<file path="config.mk">
export PLATFORM = sky130hd
export DESIGN_NAME = pch_front_flat
export DESIGN_NICKNAME = d
export VERILOG_FILES = /design/src/hw/rtl/pch_pkg.sv /design/src/hw/rtl/pch_cmd_if.sv /design/src/hw/rtl/pch_front.sv /design/src/flat_wrapper.sv
export SDC_FILE = /design/constraint.sdc
export NUM_CORES = 1
export LEC_CHECK = 0
export BUFFER_PORTS_ARGS = -buffer_cell sky130_fd_sc_hd__buf_2
export CORE_MARGIN = 3
export CORE_UTILIZATION = 35
export DETAILED_ROUTE_END_ITERATION = 12
export PLACE_DENSITY_LB_ADDON = 0.12
export REMOVE_ABC_BUFFERS = 1
export SLEW_MARGIN = 20
export SYNTH_ARGS = -nofsm -noshare
export SYNTH_HDL_FRONTEND = slang
export SYNTH_SLANG_ARGS = --single-unit
export TNS_END_PERCENT = 50
</file>
<file path="constraint.sdc">
create_clock -name vclk -period 16.7
set_input_delay 2.505 -clock vclk [all_inputs]
set_output_delay 2.505 -clock vclk [all_outputs]
set_load 0.05 [all_outputs]
</file>
<file path="src/hw/rtl/pch_pkg.sv">
// ----------------------------------------------------------------------------
// Histogram package
// Sizes, bin mapping constants, command codes and shared types.
// ----------------------------------------------------------------------------
package pch_pkg;

  // Store geometry.
  localparam int NumChannels = 64;
  localparam int NumBins     = 128;
  localparam int StoreDepth  = NumChannels * NumBins;
  localparam int AddrW       = $clog2(StoreDepth);
  localparam int BinW        = $clog2(NumBins);

  // Field widths on the channels.
  localparam int CmdW   = 2;
  localparam int ChanW  = 6;
  localparam int ValueW = 24;
  localparam int SelW   = 7;
  localparam int IndexW = 7;
  localparam int CountW = 32;

  // Bin mapping: bin = (value - RangeStart) / BinWidth, clamped.
  localparam int HistRange  = 6000;
  localparam int BinWidth   = HistRange / NumBins;
  localparam int RangeStart = 0 - (HistRange / 2) + (BinWidth / 2);
  localparam int OffLimit   = NumBins * BinWidth;
  localparam int OffW       = $clog2(OffLimit);

  // Reciprocal multiply that is exact for offsets below OffLimit.
  localparam int DivShift = 26;
  localparam int DivMult  = ((2 ** DivShift) + BinWidth - 1) / BinWidth;
  localparam int ProdW    = DivShift + BinW + 1;

  // Queue between the front and the back.
  localparam int QueueDepth = 2;
  localparam int QPtrW      = $clog2(QueueDepth);
  localparam int QCntW      = $clog2(QueueDepth + 1);

  typedef enum logic [CmdW-1:0] {
    CmdAdd   = 2'd0,
    CmdRead  = 2'd1,
    CmdClear = 2'd2,
    CmdNop   = 2'd3
  } cmd_e;

  // One classified command, as queued for the back.
  typedef struct packed {
    cmd_e              op;
    logic              hit;
    logic [AddrW-1:0]  addr;
    logic [IndexW-1:0] index;
  } job_t;

  typedef enum logic [1:0] {
    BackIdle,
    BackData,
    BackClear
  } back_state_e;

endpackage

</file>
<file path="src/hw/rtl/pch_cmd_if.sv">
// ----------------------------------------------------------------------------
// Command channel
// Valid/ready channel that carries one histogram command per transaction.
// ----------------------------------------------------------------------------
interface pch_cmd_if;
  logic                          valid;
  logic                          ready;
  logic [pch_pkg::CmdW-1:0]      cmd;
  logic [pch_pkg::ChanW-1:0]     channel;
  logic signed [pch_pkg::ValueW-1:0] sample_value;
  logic [pch_pkg::SelW-1:0]      bin_select;

  modport source (output valid, cmd, channel, sample_value, bin_select, input ready);
  modport sink   (input valid, cmd, channel, sample_value, bin_select, output ready);
endinterface

</file>
<file path="src/hw/rtl/pch_front.sv">
// ----------------------------------------------------------------------------
// Histogram front end
// Accepts commands, maps sample values to bins and forms store addresses.
// ----------------------------------------------------------------------------
module pch_front (
  pch_cmd_if.sink         in_chan_i,
  input  logic            init_busy_i,
  output pch_pkg::job_t   job_o,
  output logic            job_valid_o,
  input  logic            job_ready_i
);

  logic signed [pch_pkg::ValueW:0]  off;
  logic [pch_pkg::ProdW-1:0]        prod;
  logic [pch_pkg::BinW-1:0]         bin;
  logic [pch_pkg::BinW-1:0]         sel_bin;
  logic [pch_pkg::AddrW-1:0]        base;
  logic                             chan_ok;
  logic                             sel_ok;

  // No commands are taken while the store is being cleared after reset.
  assign job_valid_o     = in_chan_i.valid && !init_busy_i;
  assign in_chan_i.ready = job_ready_i && !init_busy_i;

  always_comb begin
    off  = (pch_pkg::ValueW + 1)'(in_chan_i.sample_value)
         - (pch_pkg::ValueW + 1)'(pch_pkg::RangeStart);
    prod = pch_pkg::ProdW'(off[pch_pkg::OffW-1:0]) * pch_pkg::ProdW'(pch_pkg::DivMult);
    if (off[pch_pkg::ValueW]) begin
      bin = '0;
    end else if (off >= (pch_pkg::ValueW + 1)'(pch_pkg::OffLimit)) begin
      bin = pch_pkg::BinW'(pch_pkg::NumBins - 1);
    end else begin
      bin = prod[pch_pkg::DivShift +: pch_pkg::BinW];
    end
  end

  always_comb begin
    chan_ok = 32'(in_chan_i.channel) < 32'(pch_pkg::NumChannels);
    sel_ok  = 32'(in_chan_i.bin_select) < 32'(pch_pkg::NumBins);
    sel_bin = pch_pkg::BinW'(in_chan_i.bin_select);
    base    = pch_pkg::AddrW'(pch_pkg::AddrW'(in_chan_i.channel)
                              * pch_pkg::AddrW'(pch_pkg::NumBins));

    job_o.op    = pch_pkg::cmd_e'(in_chan_i.cmd);
    job_o.hit   = 1'b0;
    job_o.addr  = '0;
    job_o.index = '0;
    unique case (pch_pkg::cmd_e'(in_chan_i.cmd))
      pch_pkg::CmdAdd: begin
        job_o.hit   = chan_ok;
        job_o.addr  = base + pch_pkg::AddrW'(bin);
        job_o.index = pch_pkg::IndexW'(bin);
      end
      pch_pkg::CmdRead: begin
        job_o.hit   = chan_ok && sel_ok;
        job_o.addr  = base + pch_pkg::AddrW'(sel_bin);
        job_o.index = pch_pkg::IndexW'(in_chan_i.bin_select);
      end
      default: begin
        job_o.hit = 1'b0;
      end
    endcase
  end

endmodule

</file>
<file path="src/flat_wrapper.sv">
// flat-port wrapper written by rule: the top's interface ports become plain ports
module pch_front_flat 
  (init_busy_i, job_o, job_valid_o, job_ready_i, in_chan_i_valid, in_chan_i_cmd, in_chan_i_channel, in_chan_i_sample_value, in_chan_i_bin_select, in_chan_i_ready);
  pch_cmd_if in_chan_i_i ();
  input  logic init_busy_i;
  output pch_pkg::job_t job_o;
  output logic job_valid_o;
  input  logic job_ready_i;
  input wire logic [$bits(in_chan_i_i.valid)-1:0] in_chan_i_valid;
  input wire logic [$bits(in_chan_i_i.cmd)-1:0] in_chan_i_cmd;
  input wire logic [$bits(in_chan_i_i.channel)-1:0] in_chan_i_channel;
  input wire logic [$bits(in_chan_i_i.sample_value)-1:0] in_chan_i_sample_value;
  input wire logic [$bits(in_chan_i_i.bin_select)-1:0] in_chan_i_bin_select;
  output wire logic [$bits(in_chan_i_i.ready)-1:0] in_chan_i_ready;
  assign in_chan_i_i.valid = in_chan_i_valid;
  assign in_chan_i_i.cmd = in_chan_i_cmd;
  assign in_chan_i_i.channel = in_chan_i_channel;
  assign in_chan_i_i.sample_value = in_chan_i_sample_value;
  assign in_chan_i_i.bin_select = in_chan_i_bin_select;
  assign in_chan_i_ready = in_chan_i_i.ready;
  pch_front u_core (.in_chan_i(in_chan_i_i), .init_busy_i(init_busy_i), .job_o(job_o), .job_valid_o(job_valid_o), .job_ready_i(job_ready_i));
endmodule
</file>
# ---- Yosys cells after proc, flatten, opt, wreduce, memory -nomap -nowiden
# Cells that the tools add are included.
dict set report word_totals {
  input_bits 42
  ff_bits 0
  elab_cells 15
  memories 0
  latch_bits 0
  mem_bits_ro 0
  ramBits 0
}
dict set report classes {
  div 0
  order_cmp 1
  reduce_logical 5
  bitwise_logic 0
  n_addsub 3
  eq_ne 1
  mux 4
  n_shift 0
  mul 1
}
# op n
set ops {}
lappend ops {{$pmux W20 S2} 1}
lappend ops {{$mul A13 B21 Y33 const B} 1}
lappend ops {{$add A13 B7 Y13} 2}
lappend ops {{$ge A25 B14 Y1 const B} 1}
lappend ops {{$sub A24 B13 Y25 const B} 1}
lappend ops {{$mux W7} 2}
lappend ops {{$eq A2 B1 Y1 const B} 1}
lappend ops {{$logic_and A1 B1 Y1} 2}
lappend ops {{$logic_not A2 Y1} 1}
lappend ops {{$reduce_or A2 Y1} 1}
lappend ops {{$logic_not A1 Y1} 1}
lappend ops {{$mux W1} 1}

# ---- Depth between registers and ports, before layout
dict set report logic_depth {
  ltp_word 6
  depth_mapped 25
  depth_no_buf 24
}

# ---- Worst setup path after synthesis
# Ideal clock, no wire load.
dict set report synth_timing {
  kind {input port to output port}
  startpoint {input in_chan_i_sample_value[6]}
  endpoint {output job_o[10] (netlist bit)}
  arrival_ps 8242
  path_stages 23
  path_slack_ps 5953
  required_ps 14195
  cell_sequence {buf_6 > a2111oi_4 > o21ai_2 > and2_1 > xor2_1 > inv_1 > ha_1 > ha_1 > inv_1 > fa_1 > fa_1 > fa_1 > inv_1 > ha_1 > a211oi_1 > o21ai_0 > o211ai_1 > nand3_1 > a221oi_1 > xnor2_1 > nor3_1 > o21ai_1 > buf_4}
}
# element line_no
set synth_rtl {}
lappend synth_rtl {{from (decl)} flat_wrapper.sv:12} ;# input wire logic [$bits(in_chan_i_i.sample_value)-1:0] in_chan_i_sample_value;
lappend synth_rtl {{to (decl)} flat_wrapper.sv:6} ;# output pch_pkg::job_t job_o;

==> impl_metrics.toml <==
[outcome]
status = "finished, final reports clean"

[detailed_routing]
dr_total_vias = 3248
top_layer = "met4"
finalWirelength_um = 9540
m1WireLength_um = 4390
via_per_inst = 4.89
dr_wl_met3_um = 344
post_drt_wl_per_cell_um = 14.4
drc = 0
met2_length_um = 4760
dr.first_iter.drc_count = 150
first_pass_iters = 4
final_antenna_net_count = 0

[worst_setup_path]
critPathKind = "primary input to output port"
path_max_fanout = 8
cp-startpoint = "in_chan_i_sample_value[0]"
crit_required_ns = 14.20
cp-end-kind = "output port"
arrival_ns = 8.42
start_kind = "primary input"

[layout]
design_area_um2 = 4410
clock_buffers = 0
register_area_um2 = 0
layout_commonest_cell = "inv_1"
final_cell_mix = "inv_1, ha_1, buf_2"
area_delta_synth_final_pct = 10.4
fill_cells = 1155
layout.nets = 713
finish.utilization = 0.401
diodes = 0
drive_above_1_share = 0.158
nFlopsAndLatches = 0

[timing]
fmax_mhz = 91.5
slew_viol_final = 0
slew_headroom = 0.554
hold_viol = 0
rsz0062_at_grt = "false"
finalCritPeriodShare = 0.654
setup-violations-final = 0
worst_pin_slew_ns = 0.666
fin_crit_ns = 10.92
finalSetupTns_ns = 0

[floorplanning]
die_h_um = 113
initial_core_util = 0.363
rows = 38
dieArea_um2 = 12700
core_region_area_um2 = 11000
fp.dieW_um = 113
boundaryPins = 67

[grt]
grt_pass1_wl_um = 15500
grt_usage = 0.147
grt_pass1_vias = 3109
grt_max_degree = 11
grt_remaining_overflow = 0
antenna_found_initial = 0

[synthesis]
yosys_warnings = 0
syn_area_um2 = 3990
syn_avg_cell_area_um2 = 8.50
ys_types = 58
seq_area_frac_synth = 0
syn_inst = 469

[power_and_ir_drop]
power_density_nw_per_um2 = 144
vdd_drop_max_mv = 0.0917
p_total_uw = 635
p_leak_uw = 0.00238

[placement]
portBuffers = 67
place.gp.congestion = 0.854
hpwl_um = 8730
dpl_cell_area_um2 = 4410

[flow_run]
cap_violations = 0

[clock_network]
ctsHoldBuffers = 0
postCtsSetupBuffers = 0
cts.repair.resized = 0

[worst_hold_path]
hold_class = "primary input to output port"
hold_start = "in_chan_i_cmd[0]"
cell families (layout without fill, tap and decap cells):
logic type                 count (synthesis)  after routing  share of synthesized area
adders and majority gates                145            145                      0.543
buffers and inverters                    134            189                      0.139
and+or+nand+nor                           99             99                      0.132
AOI/OAI and AO/OA                         69             69                      0.135
xor gates and xnor gates                  21             21                     0.0480
muxes                                      1              1                    0.00282
worst max-delay path, cell delays in order:
cell and delay [ns]:
buf_2 0.17, ha_1 0.25, a41oi_1 0.17, nor2b_1 0.19, nor2_1 0.07, xnor2_1 0.33, inv_1 0.25, ha_1 0.33
ha_1 0.28, inv_1 0.05, fa_1 0.53, inv_1 0.08, fa_1 0.52, fa_1 0.51, ha_1 0.32, a211oi_1 0.25
a22oi_1 0.12, o21ai_0 0.16, a31oi_1 0.20, o211a_1 0.27, or3_1 0.32, a211oi_2 0.22, o21ai_1 0.09, buf_2 0.22
Yosys cell counts (2+ instances only):
cell | count | share of area
nor4_1 | 3 | 0.0047
o211ai_1 | 3 | 0.0056
nand2_1 | 20 | 0.019
or3_1 | 4 | 0.0063
nand2b_1 | 2 | 0.0031
nor2_1 | 15 | 0.014
o22ai_1 | 2 | 0.0031
buf_4 | 12 | 0.023
o21ai_1 | 10 | 0.013
ha_1 | 98 | 0.31
a21o_1 | 2 | 0.0038
nand4_1 | 10 | 0.016
nor2b_1 | 11 | 0.017
a2111oi_4 | 2 | 0.014
a211o_1 | 3 | 0.0066
o21ai_2 | 2 | 0.0044
nand3b_1 | 2 | 0.0038
nand3_1 | 11 | 0.014
xnor2_1 | 15 | 0.033
inv_1 | 121 | 0.11
fa_1 | 47 | 0.24
xor2_1 | 5 | 0.011
nor3_1 | 7 | 0.0088
a21oi_1 | 10 | 0.013
a221oi_1 | 2 | 0.0044
o21ai_0 | 8 | 0.010
and2_1 | 2 | 0.0031
a31oi_1 | 3 | 0.0047
and3_1 | 4 | 0.0063
a211oi_1 | 5 | 0.0094
stage by stage:
step / std cells / setup WS [ns] / hold WS, ns
after global routing: 664 / 5.26 / 5.33
final: 664 / 5.78 / 5.32
after floorplan: 456 / 5.75 / 5.01
after CTS: 664 / 5.73 / 5.32
after global placement: 664 / 5.74 / 5.32
after detailed placement: 664 / 5.78 / 5.32
worst paths after layout:
check	to	slack, ns	cells after the start
min	job_o[21]	5.32	2
max	job_o[5]	5.78	24
metal layers:
layer  global-route usage  up-vias
met2                0.272       62
met1                0.203     1514
met3              0.00428        2
met4              0.00641        0
li1                     -     1670
met5                    0        -
where the power goes:
part           switching, uW  internal, uW  leakage (uW)
registers                  0             0             0
logic                    367           269       0.00238
clock network              0             0             0
cell type report:
cell class,instances,area (um2),area share
multi-input combinational,335,3430,0.779
inverter,121,454,0.103
timing repair buffer,68,343,0.0778
tap,140,175,0.0398
No activity file was read; power rests on OpenSTA's default activity.
