### src/hw/rtl/pch_pkg.sv
// ----------------------------------------------------------------------------
// Histogram package
// Sizes, bin mapping constants, command codes and shared types.
// ----------------------------------------------------------------------------
package pch_pkg;

  // Store geometry.
  localparam int NumChannels = 64;
  localparam int NumBins     = 128;
  localparam int StoreDepth  = NumChannels * NumBins;
  localparam int AddrW       = $clog2(StoreDepth);
  localparam int BinW        = $clog2(NumBins);

  // Field widths on the channels.
  localparam int CmdW   = 2;
  localparam int ChanW  = 6;
  localparam int ValueW = 24;
  localparam int SelW   = 7;
  localparam int IndexW = 7;
  localparam int CountW = 32;

  // Bin mapping: bin = (value - RangeStart) / BinWidth, clamped.
  localparam int HistRange  = 6000;
  localparam int BinWidth   = HistRange / NumBins;
  localparam int RangeStart = 0 - (HistRange / 2) + (BinWidth / 2);
  localparam int OffLimit   = NumBins * BinWidth;
  localparam int OffW       = $clog2(OffLimit);

  // Reciprocal multiply that is exact for offsets below OffLimit.
  localparam int DivShift = 26;
  localparam int DivMult  = ((2 ** DivShift) + BinWidth - 1) / BinWidth;
  localparam int ProdW    = DivShift + BinW + 1;

  // Queue between the front and the back.
  localparam int QueueDepth = 2;
  localparam int QPtrW      = $clog2(QueueDepth);
  localparam int QCntW      = $clog2(QueueDepth + 1);

  typedef enum logic [CmdW-1:0] {
    CmdAdd   = 2'd0,
    CmdRead  = 2'd1,
    CmdClear = 2'd2,
    CmdNop   = 2'd3
  } cmd_e;

  // One classified command, as queued for the back.
  typedef struct packed {
    cmd_e              op;
    logic              hit;
    logic [AddrW-1:0]  addr;
    logic [IndexW-1:0] index;
  } job_t;

  typedef enum logic [1:0] {
    BackIdle,
    BackData,
    BackClear
  } back_state_e;

endpackage

### src/hw/rtl/pch_queue.sv
// ----------------------------------------------------------------------------
// Job queue
// Short FIFO of classified commands between the front and the back.
// ----------------------------------------------------------------------------
module pch_queue (
  input  logic            clk_i,
  input  logic            rst_ni,
  input  pch_pkg::job_t   push_job_i,
  input  logic            push_valid_i,
  output logic            push_ready_o,
  output pch_pkg::job_t   pop_job_o,
  output logic            pop_valid_o,
  input  logic            pop_ready_i
);

  pch_pkg::job_t              entry_q [pch_pkg::QueueDepth];
  logic [pch_pkg::QPtrW-1:0]  wr_ptr_q, wr_ptr_d;
  logic [pch_pkg::QPtrW-1:0]  rd_ptr_q, rd_ptr_d;
  logic [pch_pkg::QCntW-1:0]  count_q, count_d;
  logic                       push, pop;

  assign push_ready_o = count_q != pch_pkg::QCntW'(pch_pkg::QueueDepth);
  assign pop_valid_o  = count_q != '0;
  assign pop_job_o    = entry_q[rd_ptr_q];
  assign push         = push_valid_i && push_ready_o;
  assign pop          = pop_valid_o && pop_ready_i;

  always_comb begin
    wr_ptr_d = wr_ptr_q;
    rd_ptr_d = rd_ptr_q;
    count_d  = count_q;
    if (push) begin
      wr_ptr_d = (wr_ptr_q == pch_pkg::QPtrW'(pch_pkg::QueueDepth - 1)) ? '0
                 : wr_ptr_q + pch_pkg::QPtrW'(1);
    end
    if (pop) begin
      rd_ptr_d = (rd_ptr_q == pch_pkg::QPtrW'(pch_pkg::QueueDepth - 1)) ? '0
                 : rd_ptr_q + pch_pkg::QPtrW'(1);
    end
    if (push && !pop) begin
      count_d = count_q + pch_pkg::QCntW'(1);
    end else if (pop && !push) begin
      count_d = count_q - pch_pkg::QCntW'(1);
    end
  end

  always_ff @(posedge clk_i or negedge rst_ni) begin
    if (!rst_ni) begin
      wr_ptr_q <= '0;
      rd_ptr_q <= '0;
      count_q  <= '0;
    end else begin
      wr_ptr_q <= wr_ptr_d;
      rd_ptr_q <= rd_ptr_d;
      count_q  <= count_d;
    end
  end

  always_ff @(posedge clk_i) begin
    if (push) begin
      entry_q[wr_ptr_q] <= push_job_i;
    end
  end

endmodule

### config.mk
export PLATFORM = sky130hd
export DESIGN_NAME = pch_queue
export DESIGN_NICKNAME = d
export VERILOG_FILES = /design/src/hw/rtl/pch_pkg.sv /design/src/hw/rtl/pch_queue.sv
export SDC_FILE = /design/constraint.sdc
export NUM_CORES = 1
export LEC_CHECK = 0
export BUFFER_PORTS_ARGS = -buffer_cell sky130_fd_sc_hd__buf_4
export CORE_MARGIN = 4
export CORE_UTILIZATION = 54
export CTS_BUF_LIST = sky130_fd_sc_hd__clkbuf_4
export CTS_CLUSTER_DIAMETER = 150
export DETAILED_ROUTE_END_ITERATION = 16
export GPL_TIMING_DRIVEN = 1
export HOLD_SLACK_MARGIN = 0.12
export PLACE_DENSITY = 0.82
export SLEW_MARGIN = 15
export SYNTH_ARGS = -nofsm -noshare
export SYNTH_HDL_FRONTEND = slang
export SYNTH_SLANG_ARGS = --single-unit
### constraint.sdc
create_clock -name clk_i -period 2.77 [get_ports clk_i]
set_input_delay 0.1385 -clock clk_i [delete_from_list [all_inputs] [get_ports clk_i]]
set_output_delay 0.1385 -clock clk_i [all_outputs]
set_load 0.005 [all_outputs]
# Word-level counts from Yosys, hierarchy flattened
# Memories as Yosys holds them, arrays and structs flattened.
# Cells that the tools add are included.
# classes
n_addsub	4
n_eq_ne	1
n_mux	6
reduce_logical	8
# ops
op	count
$logic_and 1x1->1	4
$mux 1	4
$mux 2	2
$reduce_bool 2->1	2
$add 1x1->1 const B	2
$add 2x1->2 const B	1
$logic_not 1->1	2
$ne 2x2->1 const B	1
$sub 2x1->2 const B	1
# totals
reg_bits	4
ram_bits	46
input_bits	27
out_inout_bits	25
elab_cells	23
mem_count	1
# memory_table
memory	depth	width	rd	rd_ports_with_merged_regs	wr	line_no	source
entry_q	2	23	1	0	1	pch_queue.sv:16	pch_pkg::job_t entry_q [pch_pkg::QueueDepth];

# Longest topological paths before layout
# Gate-level depths: netlist (run 1).
# depth
ltp_word	6
mapped_depth	7

# Least setup slack after synthesis (run 1)
# Ideal clock, no wire load.
# synth_timing
path_type	register to register
start	register count_q[0] (netlist bit)
end	memory entry_q[0][0] (netlist bit), enable pin
setup_time_ns	0.403
t_arrival_ns	1.633
t_required_ns	2.367
path_slack_ns	0.735
path_stages_with_launch	4
path_buffers	0
cell_sequence	dfrtp_1 nand2b_1 nand2_1 nor2_1
# synth_between
elab_chain_cells	4
# synth_rtl
element	line_no	source
start, declared	pch_queue.sv:19	logic [pch_pkg::QCntW-1:0] count_q, count_d;
start signal, assigned	pch_queue.sv:55	count_q <= count_d;
$ne 2x2->1	pch_queue.sv:22	assign push_ready_o = count_q != pch_pkg::QCntW'(pch_pkg::QueueDepth);
via push_ready_o	pch_queue.sv:10	output logic push_ready_o,
$logic_and 1x1->1	pch_queue.sv:25	assign push = push_valid_i && push_ready_o;
$mux 1	pch_queue.sv:60	if (push) begin
$mux 1 (not written as such)	pch_queue.sv:61	entry_q[wr_ptr_q] <= push_job_i;
end, declared	pch_queue.sv:16	
# The timed path passes the listed nets, and every way through them passes these cells.

==> results.md, run 1 <==
Routing:
- Summed over all layers, the routed wires come to roughly 3500 um.
- The initial DRC count is 29.
- Dividing the detail-routed wire length by the instance count gives 15.67 um.
- The count of nets left with antenna violations once routing finished came out at 0.
- The number of search-and-repair iterations in the first detailed-routing pass is 4.
- In the routed design, unresolved DRC markers number 0.
- The number of vias per cell after detailed routing is just under 5.
- The total number of vias is around 1.1k.

Global routing:
- Global routing used approximately 17% of the available tracks across all layers.
- Summed over all layers, the global routing overflow is 0.
- The pin count of the biggest net entering global routing is 25.
- The global-route wire length before repair is between 5000 and 6000 um.
- The initial antenna violation count is 0.
- The number of global-route vias before repair is 1233.

Cells and area:
- The footprint of the multi-input gates is about 430 sq um.
- The antenna cell count is 0.
- In the final layout, flip-flops and latches occupy roughly 1500 sq um.
- The library cell used most frequently in the layout, excluding fill and tap cells, is sky130_fd_sc_hd__buf_4.
- Cells fill 79.89% of the core in the end.
- The top cell types in the final layout, fill and taps aside, are 54 x sky130_fd_sc_hd__buf_4, 46 x sky130_fd_sc_hd__edfxtp_1, 27 x sky130_fd_sc_hd__dlygate4sd3_1.
- Of the cells placed in the final design, the portion with a size suffix greater than 1 is roughly 50%.
- The fill cell instance count of the final layout is between 200 and 250.
- The cell area after layout is approximately 2700 sq um.
- Relative to the synthesized area, the layout overhead comes to 39.27%.
- The net count of the finished layout is approximately 200.

Die:
- The area of the die is around 4700 sq um.
- In this run the core area contains 21 standard-cell rows.
- The number of primary I/O pins is between 50 and 60.
- The initial cell density of the core is between 50% and 60%.
- The region available for standard cell placement spans 3416 sq um.
- The horizontal die dimension is slightly below 70 um.
- The die is slightly below 70 um tall.

Critical path:
- The critical path in this run is classified as flip-flop to output port.
- STA puts the critical path data required time at about 2.6 ns.
- The critical path launch point type is a flip-flop.
- Of all nets on the critical path, the largest fanout is 24.
- STA classifies the critical path endpoint as an output port.
- The arrival time of data at the critical path endpoint is ~1.6 ns.

STA:
- The time the final worst path needs with I/O delays and setup is roughly 1.8 ns.
- The final count of hold timing violations is 0.
- The final count of negative-setup-slack endpoints is 0.
- The final-report max-slew violation count came to 0.
- Static timing analysis puts the maximum clock frequency at between 500 and 600 MHz.
- Measured against its own limit, the worst slew margin works out to about two thirds.
- The share of the cycle needed by the critical path after routing is about 64%.
- Summed over all failing endpoints, the final setup total negative slack is 0 ns.
- The actual transition at the worst max-transition pin is about 0.51 ns.
- The worst setup slack after layout is between 0.9 and 1 ns.
- Setup repair after global routing left no endpoint under its margin.
- On the final layout, the worst clock skew is between 0.009 and 0.01 ns.

Clocking:
- The deepest clock path buffer count is 2.
- The clock tree from TritonCTS is done.
- The clock tree synthesis step divided the H-tree into 2 levels.
- Hold repair after CTS inserted 27 buffers.
- The number of clock buffers added by TritonCTS is 5.
- The tree is rooted in a sky130_fd_sc_hd__clkbuf_4.
- The clock reaches the later pin of the worst-skew pair after approximately 0.36 ns.
- After clock tree synthesis, the clock-pin slew on the worst setup and hold paths is about 0.14 ns.
- The setup fix buffers added after clock tree synthesis is 0.
- The number of clock sinks is 50.
- Gates resized during post-CTS repair numbered 0.

Pwr:
- The fraction of power spent switching nets is between 20% and 30%.
- For this design the total switching power over the nets is 0.6779 mW.
- The share of total power dissipated in the clock network is 17.2%.
- The areal power density over the cells is roughly 900 nW/um^2.
- The completed layout was analyzed and its total power is roughly 2.5 mW.
- Of the total power, registers draw 44.7%.
- The leakage power is roughly 1.1 nW.
- Across the VDD grid, the largest voltage drop is 719.7 uV.
- Cell internal power was estimated by the tool at roughly 1.8 mW.
- Of the total power, combinational logic draws between 30% and 40%.

Run:
- The count of max-cap constraint violations is 0.

Yosys:
- After technology mapping, the gate count stands at 90.
- When the netlist entered floorplanning its net count stood at 118.
- The combined area of all synthesized cells is 1959 sq um.
- The distinct cell type count after synthesis is 16.
- The Yosys step of the flow raised 0 warnings.
- The synthesized flop and latch total is 50.
- The sequential cell area fraction in the yosys report is between 70% and 80%.
- After synthesis, the mean cell area works out to ~22 sq um.

Worst hold path:
- The classification of the worst-slack hold path is primary input to flip-flop.

Placement:
- The total half-perimeter wirelength after legalization and detailed placement is around 2200 um.
- OpenSTA, run right after detailed placement, puts the worst setup slack at around 1.1 ns.
- In this run the cell area measured after placement is around 2400 sq um.
- Buffers placed on the I/O ports in this run total slightly above 50.
- Routability-driven placement finished with a final weighted congestion of between 0.6 and 0.7.

Status:
- The run finished with clean final reports.
power by group through the flow:
stage          sequential [mW]  combinational [mW]  clock, mW
2_1_floorplan             1.10               0.597          0
3_3_place_gp              1.10               0.884          0
3_5_place_dp              1.12               0.909          0
4_1_cts                   1.10               0.945      0.434
5_1_grt                   1.12                1.01      0.476
6_report                  1.10               0.939      0.422
cells in the mapped netlist:
library cell | count | share of area (%)
sky130_fd_sc_hd__edfxtp_1 | 46 | 70
sky130_fd_sc_hd__mux2_4 | 19 | 15
sky130_fd_sc_hd__dfrtp_1 | 4 | 5.1
sky130_fd_sc_hd__mux2_2 | 4 | 2.3
sky130_fd_sc_hd__xnor2_1 | 3 | 1.3
sky130_fd_sc_hd__buf_12 | 2 | 2.0
sky130_fd_sc_hd__nor2_1 | 2 | 0.38
sky130_fd_sc_hd__xor2_1 | 2 | 0.89
sky130_fd_sc_hd__and3_1 | 1 | 0.32
sky130_fd_sc_hd__buf_6 | 1 | 0.57
sky130_fd_sc_hd__ha_1 | 1 | 0.64
sky130_fd_sc_hd__inv_1 | 1 | 0.19
sky130_fd_sc_hd__nand2_1 | 1 | 0.19
sky130_fd_sc_hd__nand2_2 | 1 | 0.32
sky130_fd_sc_hd__nand2b_1 | 1 | 0.32
sky130_fd_sc_hd__or2_1 | 1 | 0.32
cell families (layout without fill, tap and decap cells):
family	Yosys count	in the layout	share of synthesized area, %
simple gates	7	7	1.853
xor+xnor	5	5	2.235
fa+ha+maj	1	1	0.6385
mux	23	23	16.86
buf+inv	4	90	2.810
flops	50	50	75.61
final timing paths:
| path | startpoint | to | slack, ns | cells past startpoint |
|---|---|---|---|---|
| min in group asynchronous | rst_ni | wr_ptr_q | 0.65 | 3 |
| worst min-delay path | push_job_i[4] | entry_q[0][4] | 0.50 | 2 |
| worst max-delay path | rd_ptr_q | pop_job_o[3] | 0.99 | 3 |
| worst min register to register | count_q[0] | count_q[0] | 0.55 | 1 |
| worst max register to register | count_q[0] | entry_q[0][15] | 1.00 | 4 |
| max in group asynchronous | rst_ni | rd_ptr_q | 1.95 | 3 |
worst max-delay path: stages, from the launching register on:
cell and delay [ns]:
sky130_fd_sc_hd__dfrtp_1 0.35, sky130_fd_sc_hd__buf_4 0.38, sky130_fd_sc_hd__mux2_2 0.40, sky130_fd_sc_hd__buf_4 0.14
sequential cells by signal, summed over array words and instances (netlist names):
| signal | flops |
|---|---|
| count_q | 2 |
| entry_q | 46 |
| rd_ptr_q | 1 |
| wr_ptr_q | 1 |
through the flow:
step / hold slack [ns] / cells
floorplan: -0.1571 / 90
global placement: -0.06387 / 187
detailed placement: -0.06147 / 187
CTS: 0.4684 / 222
global route: 0.4529 / 222
finish: 0.5005 / 222
area by class of cell:
class,count,area share (%)
Clock inverter,3,1.742
Inverter,1,0.1376
Timing Repair Buffer,81,24.76
Clock buffer,5,1.376
Multi-Input combinational cell,36,15.59
Sequential cell,50,54.29
Tap cell,46,2.109
routing by layer:
| layer | share of wire [%] | up-vias | global-route usage, % |
|---|---|---|---|
| met5 | 0 | - | 0 |
| met4 | 1.4 | 0 | 5.955 |
| met3 | 7.1 | 4 | 6.568 |
| met2 | 56 | 41 | 32.01 |
| met1 | 36 | 515 | 17.39 |
| li1 | - | 509 | - |
(Power assumes the default switching activity.)
==> inputs of run 2 (changes only) <==
--- a/config.mk
+++ b/config.mk
@@ -5,15 +5,16 @@
 export SDC_FILE = /design/constraint.sdc
 export NUM_CORES = 1
 export LEC_CHECK = 0
+export ABC_AREA = 1
 export BUFFER_PORTS_ARGS = -buffer_cell sky130_fd_sc_hd__buf_4
 export CORE_MARGIN = 4
-export CORE_UTILIZATION = 54
+export CORE_UTILIZATION = 49
 export CTS_BUF_LIST = sky130_fd_sc_hd__clkbuf_4
 export CTS_CLUSTER_DIAMETER = 150
 export DETAILED_ROUTE_END_ITERATION = 16
 export GPL_TIMING_DRIVEN = 1
 export HOLD_SLACK_MARGIN = 0.12
-export PLACE_DENSITY = 0.82
+export PLACE_DENSITY = 0.78
 export SLEW_MARGIN = 15
 export SYNTH_ARGS = -nofsm -noshare
 export SYNTH_HDL_FRONTEND = slang
==> constraint.sdc (replaced) <==
create_clock -name clk_i -period 1.6 [get_ports clk_i]
set_input_delay 0.08 -clock clk_i [delete_from_list [all_inputs] [get_ports clk_i]]
set_output_delay 0.08 -clock clk_i [all_outputs]
set_load 0.005 [all_outputs]
==> run 2 against run 1 <==
Compared with the run above:
- sequential power increased by 75%
- combinational power grew 90%
- sequential cell count is the same
- core utilization decreased by 6.8 points
- critical path type unchanged
==> results.md, run 2 <==
STA:
- Static timing analysis puts the maximum clock frequency at 678.6 MHz.
- The final-report max-slew violation count was 0 (unchanged).
- The final count of hold timing violations is 0 (unchanged).
- Of the available clock period, the critical path in the final layout requires about 92%.
- The final count of negative-setup-slack endpoints is 0 (unchanged).
- The actual transition at the worst max-transition pin is 0.2518 ns (-0.2590 ns).
- The post-route clock skew is 0.005609 ns (-0.004166 ns).
- Setup repair after global routing left no endpoint under its margin.
- The aggregate negative setup slack was 0 ns (unchanged).
- The relative slew slack came to 83.21% (+17 points).
- The routed design could run at a clock period as short as between 1 and 1.5 ns.

Critical path:
- The critical path required time came to 1.52 ns (-1.11 ns).
- On the critical path, the stage with the largest delay is an instance of sky130_fd_sc_hd__dfrtp_1.
- The buffering stage count on the worst path with inverters included is 2 (unchanged).
- The largest fanout on the critical path is 13 (-46%).
- The kind of cell with the highest combined delay on the critical path is flip-flops.
- The arrival time of data at the critical path endpoint is 1.39 ns (-0.25 ns).
- Walking the worst path, the cells encountered are buf_4 -> nand2_1 -> nand2_1 -> buf_4.
- The slack of the worst reg-to-reg path came to 0.17 ns (-0.83 ns).
- STA classifies the critical path endpoint as an output port.
- The delay contributed by the slowest stage of the critical path was 0.50 ns (+0.10 ns).
- The critical path is of the flip-flop to output port type.
- The critical path launch point type is a flip-flop.

Pwr:
- The areal power density over the cells is 1532 nW/um^2 (+70%).
- The maximum resistive drop on vdd came to 813.0 uV (+13%).
- The leakage power is 1.196 nW (+7.3%).
- The overall power of the completed layout is 4.220 mW (+72%).

Yosys:
- The number of warnings reported in the yosys synthesis log is 0 (unchanged).
- The most frequently used flop master after synthesis is sky130_fd_sc_hd__edfxtp_1.
- The net count after synthesis came to 177 (+50%).
- The sequential cell area fraction in the yosys report came to 75.41% (-0.19 points).
- The share of the synthesized area in the top cell type is 70.32% (-0.18 points).
- The synthesized flop and latch total is 50 (unchanged).
- The average size of a mapped cell is 13.18 sq um (-39%).
- sky130_fd_sc_hd__nand2_1 is the most common cell in the netlist.
- The number of enable-type register cells in the synthesized netlist is 46 (unchanged).
- The share of flip-flops with an asynchronous set or reset after synthesis was 8.000% (unchanged).
- In the post-synthesis netlist, the biggest area contributors are sky130_fd_sc_hd__edfxtp_1 70%, sky130_fd_sc_hd__nand2_1 13%, sky130_fd_sc_hd__dfrtp_1 5.1%, sky130_fd_sc_hd__nand2_2 2.5%, sky130_fd_sc_hd__buf_6 1.7%.
- The distinct cell type count after synthesis was 17 (+1).
- The cell type with the largest total area after synthesis is sky130_fd_sc_hd__edfxtp_1.
- The synthesized instance count is 149 (+66%).
- Counting instances in the post-synthesis netlist gives the leading cell types as 69 x sky130_fd_sc_hd__nand2_1, 46 x sky130_fd_sc_hd__edfxtp_1, 8 x sky130_fd_sc_hd__nand2_2, 4 x sky130_fd_sc_hd__dfrtp_1, 4 x sky130_fd_sc_hd__inv_1.
- The combined area of all synthesized cells was 1964 sq um (+0.26%).

Cells and area:
- The fill cell instance count of the final layout was 248 (+23%).
- The net count of the finished layout is 262 (+29%).
- In the layout the commonest cells are 69 x sky130_fd_sc_hd__nand2_1, 54 x sky130_fd_sc_hd__buf_4, 46 x sky130_fd_sc_hd__edfxtp_1.
- The cell area after layout is 2755 sq um (+0.96%).
- The most flop-heavy register is entry_q.
- The area growth from synthesis to final layout is 40.25%.
- In the final layout, the registers with the most flip-flops are entry_q x46, count_q x2.
- The antenna cell count is 0 (unchanged).
- The number of flip-flops in the largest register was 46 (unchanged).
- The proportion of layout cells with a drive suffix above 1 came to 33.62% (-16 points).
- The most common cell after layout, fill and taps aside is sky130_fd_sc_hd__nand2_1.
- The post-route non-filler standard cell count is 283 (+27%).

Run:
- The count of max-cap constraint violations is 0 (unchanged).

Clocking:
- The number of clock sinks is 50 (unchanged).
- The insertion delay to the later sink of the worst-skew pair is 0.36 ns (about the same).
- The clock tree from TritonCTS is done.
- The deepest clock path buffer count is 2 (unchanged).
- The total CTS buffers came to 5 (unchanged).
- The buffer type at the clock tree root is sky130_fd_sc_hd__clkbuf_4.
- The CTS H-tree depth is 2 (unchanged).
- The clock transition at the registers of the reported paths is 0.13 ns (about the same).

Routing:
- The total length of routed wires is 3886 um (+12%).
- The initial DRC count is 76 (+160%).
- The number of search-and-repair iterations in the first detailed-routing pass is 4 (unchanged).
- The number of vias per cell after detailed routing was 4.643 (-3.6%).
- The DRC violations left is 0 (unchanged).
- The total number of vias was 1314 (+23%).
- The average wire per standard cell is 13.73 um (-12%).
- The post-detailed-route count of antenna-violating nets is 0 (unchanged).

Global routing:
- The number of global-route vias before repair was 1376 (+12%).
- The sum of overflow across all layers after global routing is 0 (unchanged).
- The global-route wire length before repair was 6279 um (+14%).
- The initial antenna violation count was 0 (unchanged).
- The global routing usage summed across all routing layers was 16.23% (-1.0 points).
- The pin count of the biggest net entering global routing is 25 (unchanged).

Placement:
- The area after detailed placement is 2411 sq um (+1.6%).
- The number of buffer cells added on primary ports came to 51 (unchanged).
- The routability congestion estimate from global placement is 0.7531 (+9.4%).
- The total half-perimeter wirelength after legalization and detailed placement is 2474 um (+11%).
- The placed cell count is 247 (+32%).

Die:
- The area of the die was 5086 sq um (+9.2%).
- The total number of placement rows is 22 (+4.8%).
- The initial cell density of the core is 52.09% (-5.3 points).
- The horizontal die dimension is 71.32 um (+4.5%).
- The vertical extent of the die is 71.32 um (+4.5%).
- The area of the placeable core is 3771 sq um (+10%).
- The number of primary I/O pins came to 52 (unchanged).

Worst hold path:
- The classification of the worst-slack hold path is primary input to flip-flop.

Status:
- The flow ran to the end, and the final reports show no timing, DRC or antenna violations.
==> run 2: area by class of cell <==
| cell class | instances | area, sq um | share of cell area (%) |
|---|---|---|---|
| Inverter | 7 | 33.78 | 1.226 |
| Multi-Input combinational cell | 87 | 410.4 | 14.90 |
| Clock inverter | 3 | 16.27 | 0.5904 |
| Sequential cell | 50 | 1481 | 53.77 |
| Tap cell | 48 | 60.06 | 2.180 |
| Timing Repair Buffer | 83 | 715.7 | 25.98 |
| Clock buffer | 5 | 37.54 | 1.362 |
==> run 2: final timing paths <==
check                                from        endpoint  cells past startpoint
max                              rd_ptr_q   pop_job_o[20]                      4
min                        push_job_i[16]  entry_q[1][16]                      2
max reg2reg                    count_q[0]      count_q[1]                      9
min reg2reg                    count_q[1]      count_q[1]                      2
max in group asynchronous          rst_ni        wr_ptr_q                      3
min in group asynchronous          rst_ni      count_q[0]                      3
==> run 2: kinds of logic (layout without fill, tap and decap cells) <==
kind of cell / count (synthesis) / after routing / synth area share, %
xor+xnor: 2 / 2 / 1.274
fa+ha+maj: 1 / 1 / 0.6368
buf+inv: 12 / 98 / 4.586
flops: 50 / 50 / 75.41
simple gates: 84 / 84 / 18.09
==> run 2: per-layer routing <==
layer | up-vias | wire [um] | track usage [%]
li1 | 660 | - | -
met1 | 605 | 1464 | 18.54
met2 | 44 | 2112 | 28.88
met3 | 5 | 255 | 6.031
met4 | 0 | 55 | 3.758
met5 | - | 0 | 0
==> run 2: through the flow <==
stage / setup slack [ns] / util [%] / hold slack (ns)
global placement: 0.2724 / 63.93 / -0.1216
detailed placement: 0.1574 / 63.93 / -0.1209
CTS: 0.1072 / 72.53 / 0.4154
finish: 0.1264 / 73.06 / 0.4382
global route: 0.03568 / 73.06 / 0.4056
floorplan: -0.3628 / - / -0.2156
==> run 2: power by group <==
group | internal [mW] | switching [mW] | leakage (nW)
clock | 0.165 | 0.360 | 0.0303
sequential | 1.79 | 0.128 | 0.476
combinational | 0.840 | 0.936 | 0.690
total | 2.80 | 1.42 | 1.20
==> run 2: timing repair <==
action / 4_1_cts / 5_1_grt
setup buffers: 0 / 1
hold buffers: 27 / 0
gates resized for setup: 0 / 1
setup endpoints to repair: 0 / 1
endpoints found under the hold margin: 52 / 0
==> inputs of run 3 (changes only) <==
--- a/config.mk
+++ b/config.mk
@@ -14,7 +14,7 @@
 export DETAILED_ROUTE_END_ITERATION = 16
 export GPL_TIMING_DRIVEN = 1
 export HOLD_SLACK_MARGIN = 0.12
-export PLACE_DENSITY = 0.78
+export PLACE_DENSITY = 0.81
 export SLEW_MARGIN = 15
 export SYNTH_ARGS = -nofsm -noshare
 export SYNTH_HDL_FRONTEND = slang
==> run 3 against run 2 <==
Compared with the run above:
- die area stayed put
- highest routed layer unchanged
- sequential power hardly changed
- core utilization hardly changed
- worst hold slack better by 0.0044 ns
- routed wire length is 6.5% lower
==> results.md, run 3 (same netlist as run 2, synthesis figures left out) <==
Status:
- The run finished with clean final reports.

Die:
- The number of primary I/O pins is 52 (unchanged).
- The vertical extent of the die is 71.32 um (unchanged).
- The horizontal die dimension was 71.32 um (unchanged).
- The area of the placeable core is 3771 sq um (unchanged).
- The initial cell density of the core is 52.09% (unchanged).
- The total number of placement rows is 22 (unchanged).
- The area of the die is 5086 sq um (unchanged).

STA:
- Setup repair after global routing left no endpoint under its margin.
- The minimum hold slack is 0.4426 ns (+0.004395 ns).
- The relative slew slack is 84.57% (+1.4 points).
- The time the final worst path needs with I/O delays and setup was 1.433 ns (-0.04040 ns).
- The actual transition at the worst max-transition pin is 0.2314 ns (-0.02043 ns).
- The share of the cycle needed by the critical path after routing is 89.57% (-2.5 points).
- The post-route clock skew came to 0.007038 ns (+0.001429 ns).
- The worst setup slack after layout is 0.1668 ns (+0.04040 ns).
- The final count of negative-setup-slack endpoints is 0 (unchanged).
- The highest attainable clock frequency is 697.7 MHz (+2.8%).
- The final count of hold timing violations came to 0 (unchanged).
- The final-report max-slew violation count is 0 (unchanged).

Cells and area:
- The post-route non-filler standard cell count is 284 (+0.35%).
- The antenna cell count is 0 (unchanged).
- The most common cell after layout, fill and taps aside is sky130_fd_sc_hd__nand2_1.
- The net count of the finished layout was 263 (+0.38%).
- The largest registers in the layout are entry_q x46, count_q x2.
- The area growth from synthesis to final layout came to 40.19% (about the same).
- The proportion of layout cells with a drive suffix above 1 came to 34.32% (+0.71 points).
- The number of flip-flops in the largest register is 46 (unchanged).
- Ranked by flip-flop count, first place goes to entry_q.
- The cell area after layout is 2754 sq um (about the same).
- Leaving out fill and tap cells, the most frequent cells in the layout are 69 x sky130_fd_sc_hd__nand2_1, 57 x sky130_fd_sc_hd__buf_4, 46 x sky130_fd_sc_hd__edfxtp_1.

Pwr:
- The maximum resistive drop on vdd is 1107 uV (+36%).
- The areal power density over the cells is 1568 nW/um^2 (+2.4%).
- The leakage power is 1.210 nW (+1.2%).

Routing:
- The DRC violations left is 0 (unchanged).
- The number of vias per cell after detailed routing is 4.683 (+0.86%).
- The post-detailed-route count of antenna-violating nets is 0 (unchanged).
- The number of search-and-repair iterations in the first detailed-routing pass is 4 (unchanged).
- The average wire per standard cell came to 12.79 um (-6.9%).
- The initial DRC count was 44 (-42%).
- The total number of vias is 1330 (+1.2%).
- The total length of routed wires is 3632 um (-6.5%).

Global routing:
- The pin count of the biggest net entering global routing is 25 (unchanged).
- The number of global-route vias before repair came to 1377 (+0.073%).
- The global-route wire length before repair is 5940 um (-5.4%).
- The sum of overflow across all layers after global routing is 0 (unchanged).
- The initial antenna violation count is 0 (unchanged).
- The global routing usage summed across all routing layers came to 15.63% (-0.60 points).

Critical path:
- The sort of element at the end of the critical path is an output port.
- The delay contributed by the slowest stage of the critical path is 0.49 ns (about the same).
- The largest fanout on the critical path was 11 (-2).
- The critical path required time is 1.52 ns (about the same).
- By startpoint and endpoint, the worst setup path is classified as flip-flop to output port.
- The critical path launch point type is a flip-flop.
- The slowest stage of the critical path belongs to the cell sky130_fd_sc_hd__dfrtp_1.
- The signal on the critical path passes through buf_4 -> nand2_1 -> nand2_1 -> buf_4.
- The arrival time of data at the critical path endpoint is 1.35 ns (-0.04 ns).

Placement:
- The placed cell count was 249 (+0.81%).
- The total half-perimeter wirelength after legalization and detailed placement is 2247 um (-9.2%).
- The worst slack at placement is 0.2156 ns (+0.05817 ns).
- The routability congestion estimate from global placement was 0.6947 (-7.8%).
- The number of buffer cells added on primary ports is 51 (unchanged).
- The area after detailed placement is 2401 sq um (-0.42%).

Clocking:
- The clock transition at the registers of the reported paths is 0.12 ns (about the same).
- The insertion delay to the later sink of the worst-skew pair is 0.36 ns (about the same).
- The deepest clock path buffer count is 2 (unchanged).
- The clock tree from TritonCTS is done.
- The number of clock sinks is 50 (unchanged).
- Clock tree synthesis selected as its root buffer the cell sky130_fd_sc_hd__clkbuf_4.
- The total CTS buffers is 5 (unchanged).
- The CTS H-tree depth is 2 (unchanged).

Worst hold path:
- In this run the worst hold path is classified as primary input to flip-flop.

Run:
- The count of max-cap constraint violations is 0 (unchanged).
## run 3: cell count changes in the layout (fill, tap and decap cells not counted)
cell	delta
sky130_fd_sc_hd__buf_12	-2
sky130_fd_sc_hd__buf_4	+3
sky130_fd_sc_hd__bufinv_16	+1
sky130_fd_sc_hd__clkbuf_4	+2
sky130_fd_sc_hd__clkinv_1	-2
sky130_fd_sc_hd__clkinv_4	-1
sky130_fd_sc_hd__ha_1	+1
sky130_fd_sc_hd__ha_4	-1
## run 3: what timing repair did
action / in CTS / in global routing
hold buffers: 27 / 0
gates resized for setup: 0 / 0
setup buffers: 0 / 0
endpoints found under the hold margin: 52 / 0
## run 3: final timing paths
path | from | to | slack, ns | depth (start not counted)
worst max-delay path | rd_ptr_q | pop_job_o[20] | 0.17 | 4
worst min-delay path | push_job_i[3] | entry_q[1][3] | 0.44 | 2
worst max register to register | count_q[0] | count_q[1] | 0.21 | 9
worst min register to register | count_q[0] | count_q[0] | 0.53 | 1
max in group asynchronous | rst_ni | wr_ptr_q | 0.75 | 3
min in group asynchronous | rst_ni | count_q[1] | 0.67 | 3
## run 3: final cells by class
class                      instances  area [sq um]
clock buffer                       7         52.55
tap                               48         60.06
clock inverter                     1         30.03
inverter                           7         33.78
timing repair buffer              84         698.2
multi-input combinational         87         397.9
fill                             246          1017
sequential                        50          1481
## run 3: power breakdown
part | total [mW] | switching [mW] | internal (mW) | leakage, nW
logic | 1.69 | 0.902 | 0.788 | 0.689
registers | 1.91 | 0.122 | 1.79 | 0.476
clock network | 0.713 | 0.348 | 0.366 | 0.0463
total | 4.32 | 1.37 | 2.95 | 1.21
## run 3: metal layers
metal / vias to the layer above / wire (um) / GRT usage [%]
met5: - / 0 / 0
met4: 0 / 78 / 5.846
met3: 8 / 288 / 6.031
met2: 54 / 1913 / 29.39
met1: 609 / 1352 / 15.25
li1: 659 / - / -
## run 3: worst max-delay path: cells and delay by family, from the launching register on
family	cells	cell delay, ns
buffers and inverters	2	0.36
flip-flops	1	0.49
AND/OR/NAND/NOR	2	0.16
## run 3: stage by stage
step           total power [mW]  TNS [ns]  utilization, %
6_report                  4.318         0           73.03
5_1_grt                   4.613         0           73.03
4_1_cts                   4.327         0           73.03
3_5_place_dp              3.576         0           63.67
3_3_place_gp              3.547         0           63.67
2_1_floorplan             2.873    -16.69               -
